==> config.mk <==
export PLATFORM = sky130hd
export DESIGN_NAME = hpb_ctrl
export DESIGN_NICKNAME = d
export VERILOG_FILES = /design/src/hw/rtl/assert_macros.svh /design/src/hw/rtl/hpb_pkg.sv /design/src/hw/rtl/hpb_ctrl.sv
export SDC_FILE = /design/constraint.sdc
export NUM_CORES = 1
export LEC_CHECK = 0
export BUFFER_PORTS_ARGS = -buffer_cell sky130_fd_sc_hd__buf_2
export CORE_AREA = 2 2 39 41
export DETAILED_ROUTE_END_ITERATION = 12
export DIE_AREA = 0 0 41 43
export SLEW_MARGIN = 20
export SYNTH_ARGS = -nofsm -noshare
export SYNTH_HDL_FRONTEND = slang
export SYNTH_SLANG_ARGS = --single-unit
==> constraint.sdc <==
create_clock -name clock -period 1.65 [get_ports clock]
set_input_delay 0.0825 -clock clock [delete_from_list [all_inputs] [get_ports clock]]
set_output_delay 0.0825 -clock clock [all_outputs]
set_load 0.01 [all_outputs]
==> src/hw/rtl/assert_macros.svh <==
// assertion helpers, compiled out for synthesis
`ifndef ASSERT_MACROS_SVH
`define ASSERT_MACROS_SVH
`ifndef SYNTHESIS
// property checked while out of reset
`define HPB_ASSERT(name, clk, rst, prop) \
   name: assert property (@(posedge clk) disable iff (rst) prop) \
      else $error("hpb assertion failed");
// property checked at every edge
`define HPB_ASSERT_ALWAYS(name, clk, prop) \
   name: assert property (@(posedge clk) prop) \
      else $error("hpb assertion failed");
`else
`define HPB_ASSERT(name, clk, rst, prop)
`define HPB_ASSERT_ALWAYS(name, clk, prop)
`endif
`endif

==> src/hw/rtl/hpb_pkg.sv <==
package hpb_pkg;

   typedef enum logic [1:0] {
      OP_SET   = 2'd0,
      OP_CLEAR = 2'd1,
      OP_TEST  = 2'd2,
      OP_FIND  = 2'd3
   } opcode_type;

   typedef struct packed {
      opcode_type  opcode;
      logic [11:0] priority_req;
   } req_type;

   typedef struct packed {
      logic [11:0] highest_prio;
      logic        bitmap_empty;
      logic        is_marked;
   } rsp_type;

   // controller to datapath commands
   typedef struct packed {
      logic load;
      logic rd_item;
      logic update;
      logic walk1;
      logic walk2;
      logic finish;
      logic clr_wr;
   } cmd_type;

   // datapath to controller status
   typedef struct packed {
      logic clr_done;
      logic out_free;
   } status_type;

   // index of the lowest set bit, 0 for zero
   function automatic logic [2:0] low_bit(input logic [7:0] v);
      logic [2:0] r;
      r = 3'd0;
      for (int i = 7; i >= 0; i--) begin
         if (v[i]) begin
            r = 3'(i);
         end
      end
      return r;
   endfunction

endpackage

==> src/hw/rtl/hpb_ctrl.sv <==
module hpb_ctrl (
   input  logic               clock,
   input  logic               reset,
   input  logic               req_valid,
   output logic               req_stall,
   input  hpb_pkg::status_type status,
   output hpb_pkg::cmd_type    cmd
);
   import hpb_pkg::*;

   typedef enum logic [6:0] {
      ST_CLR  = 7'b0000001,
      ST_IDLE = 7'b0000010,
      ST_RD   = 7'b0000100,
      ST_UPD  = 7'b0001000,
      ST_W1   = 7'b0010000,
      ST_W2   = 7'b0100000,
      ST_W3   = 7'b1000000
   } state_type;

   state_type state_ff, state_in;

   // next state and commands
   always_comb begin
      state_in = state_ff;
      cmd      = '0;
      unique case (state_ff)
         ST_CLR: begin
            cmd.clr_wr = 1'b1;
            if (status.clr_done) begin
               state_in = ST_IDLE;
            end
         end
         ST_IDLE: begin
            if (req_valid) begin
               cmd.load = 1'b1;
               state_in = ST_RD;
            end
         end
         ST_RD: begin
            cmd.rd_item = 1'b1;
            state_in    = ST_UPD;
         end
         ST_UPD: begin
            cmd.update = 1'b1;
            state_in   = ST_W1;
         end
         ST_W1: begin
            cmd.walk1 = 1'b1;
            state_in  = ST_W2;
         end
         ST_W2: begin
            cmd.walk2 = 1'b1;
            state_in  = ST_W3;
         end
         ST_W3: begin
            if (status.out_free) begin
               cmd.finish = 1'b1;
               state_in   = ST_IDLE;
            end
         end
         default: begin
            state_in = ST_CLR;
         end
      endcase
   end

   assign req_stall = (state_ff != ST_IDLE);

   always_ff @(posedge clock) begin
      if (reset) begin
         state_ff <= ST_CLR;
      end else begin
         state_ff <= state_in;
      end
   end

endmodule

==> flow_summary.yaml <==
cts:
  cts.sinks: 7
  cts_tree: "built"
  htreeDepth: 1
  clk_latency_ns: 0.25
  numCtsBuffers: 3
  cts-root-buf: "clkbuf_4"
  cts.path.max_buffers: 2
  cts_hold_buf: 0
  cts.reportedPaths.clkPinSlew_ns: 0.05
drt:
  wl_per_cell_um: 12.1
  ant_nets: 0
  vias: 433
  drt_iter0_drc: 3
  drt-pass1-iter-count: 2
  vias_per_cell: 5.09
  wirelength_mm: 1.03
  drc: 0
sta:
  setup_viol: 0
  period_needed_ns: 1.64
  worst_hold_slack_ns: 0.0654
  slew_headroom: 0.750
  rsz0062_at_grt: "true"
  finalHoldViolations: 0
  finClkSkew_ns: 0.00284
  max_freq_mhz: 609
  tightest_slew_ns: 0.375
  min_period_over_period: 0.995
  slew_viol_final: 0
global_route:
  grt_pass1_vias: 422
  antenna_found_initial: 0
  track_usage: 0.150
  grt_max_degree: 8
  grt_overflow: 0
  grt_first_pass_wirelength_mm: 1.70
setup_path:
  crit_fanout: 3
  cpPeakStageDelay_ns: 0.57
  required_ns: 1.57
  slowest_stage: "or4_4"
  crit_chain: "or4_4, nor3_4, and2_4, buf_6"
  crit_type: "flip-flop to primary output"
  critPathArrivalTime_ns: 1.56
  start_kind: "flip-flop"
  end_kind: "primary output"
synth:
  syn-mean-instance-area_um2: 8.78
  yosysUniqueCellTypes: 29
  synth_area_leader_cell: "dfxtp_1"
  async_flop_share: 0
  synth_common_cells: "dfxtp_1, nor2_1, nor3_1"
  netlist.area_leader.share: 0.307
  synth_enable_flop_cells: 0
  yosysMostFrequentCell: "dfxtp_1"
  synth_ff_type: "dfxtp_1"
  synthesis.area_um2: 457
  ys.warnings.count: 0
  ys_ff_latch: 7
  ys_top_cells_by_area: "dfxtp_1, and3b_1, nor3_1"
  yosysSeqAreaShare: 0.307
  syn_inst: 52
  syn_nets: 57
placement:
  placed_cell_area_um2: 547
  dp_hpwl_um: 795
  portBuffers: 12
  place_congestion: 0.756
  placed_cells: 81
flow_run:
  maxCapViolations: 0
layout:
  antenna_cells: 0
  num-nets-final: 75
  regMostFlops: "state_ff"
  layout-drive-gt1-share: 0.391
  final_area_um2: 594
  area_delta_synth_final_pct: 30.1
  top_regs: "state_ff (7)"
  largest_reg_flops: 7
  fill_cells: 137
  final_util: 0.429
  final_cells: 85
floorplan:
  io_pins: 13
  fp-row-count: 14
  die_w_um: 41
  core_um2: 1380
  initial_core_util: 0.330
  die-area_um2: 1760
  chipHeight_um: 43
outcome:
  run_status: "finished clean"
min_path:
  hp-class: "primary input to flip-flop"
power_and_ir_drop:
  ir_worst_vdd_v: 0.000424
  power_density_nw_per_um2: 900
  leakagePower_nw: 0.261
final timing paths:
kind | end | slack, ns | cells past startpoint | start
max | cmd[6] | 0.009 | 4 | state_ff[3]
min | state_ff[0] | 0.07 | 3 | reset
max reg2reg | state_ff[5] | 0.18 | 3 | state_ff[3]
min reg2reg | state_ff[1] | 0.73 | 3 | state_ff[3]
layout make-up:
type,count,area [um2],area share
clock buffers,4,26.3,0.0442
flip-flops and latches,7,143,0.240
inverters,2,7.51,0.0126
well taps,16,20.0,0.0337
multi-input cells,41,309,0.520
repair buffers,15,88.8,0.149
per-layer routing:
layer	wire length [um]	vias to the layer above	global-route usage
met3	24	2	0.0157
met1	463	200	0.162
met4	24	0	0.140
met5	0	-	0
met2	514	8	0.234
li1	-	223	-
metrics by stage:
stage / setup WS [ns] / power [mW] / setup TNS [ns]
final: 0.00883 / 0.535 / 0
after global routing: -0.0712 / 0.577 / -0.184
after CTS: -0.0178 / 0.536 / -0.0178
after detailed placement: 0.179 / 0.373 / 0
after global placement: 0.169 / 0.372 / 0
after floorplan: 0.129 / 0.327 / 0
kinds of logic (layout without fill, tap and decap cells):
logic type | Yosys count | after routing | share of synthesized area
compound gates | 8 | 8 | 0.123
xor+xnor | 1 | 1 | 0.0192
buf+inv | 4 | 21 | 0.0438
flops | 7 | 7 | 0.307
mux | 1 | 1 | 0.0219
simple gates | 31 | 31 | 0.485
repair_timing:
item	4_1_cts	5_1_grt
gates resized for setup	1	5
gates cloned	0	0
setup endpoints to repair	2	5
setup buffers	0	0
pin swaps	1	0
cell usage in the layout (no fill, tap or decap), types with 2 or more instances in the layout:
cell,n
buf_2,11
nor2_1,5
dfxtp_1,5
nor3_1,4
nand2b_1,3
a21oi_1,3
and3b_1,3
clkbuf_4,3
buf_4,3
nor4b_1,2
and2_1,2
nor3b_1,2
dfxtp_2,2
power breakdown:
part           total, mW  internal, mW  switching, mW
logic              0.174        0.0775         0.0967
registers          0.205         0.183         0.0218
clock network      0.156        0.0923         0.0637
critical path, delay by kind of cell (launching register included):
kind	cells	cell delay, ns
buffers and inverters	1	0.09
flip-flops	1	0.31
AND/OR/NAND/NOR	3	0.90
Note: power is estimated with default switching activity, not from simulation.
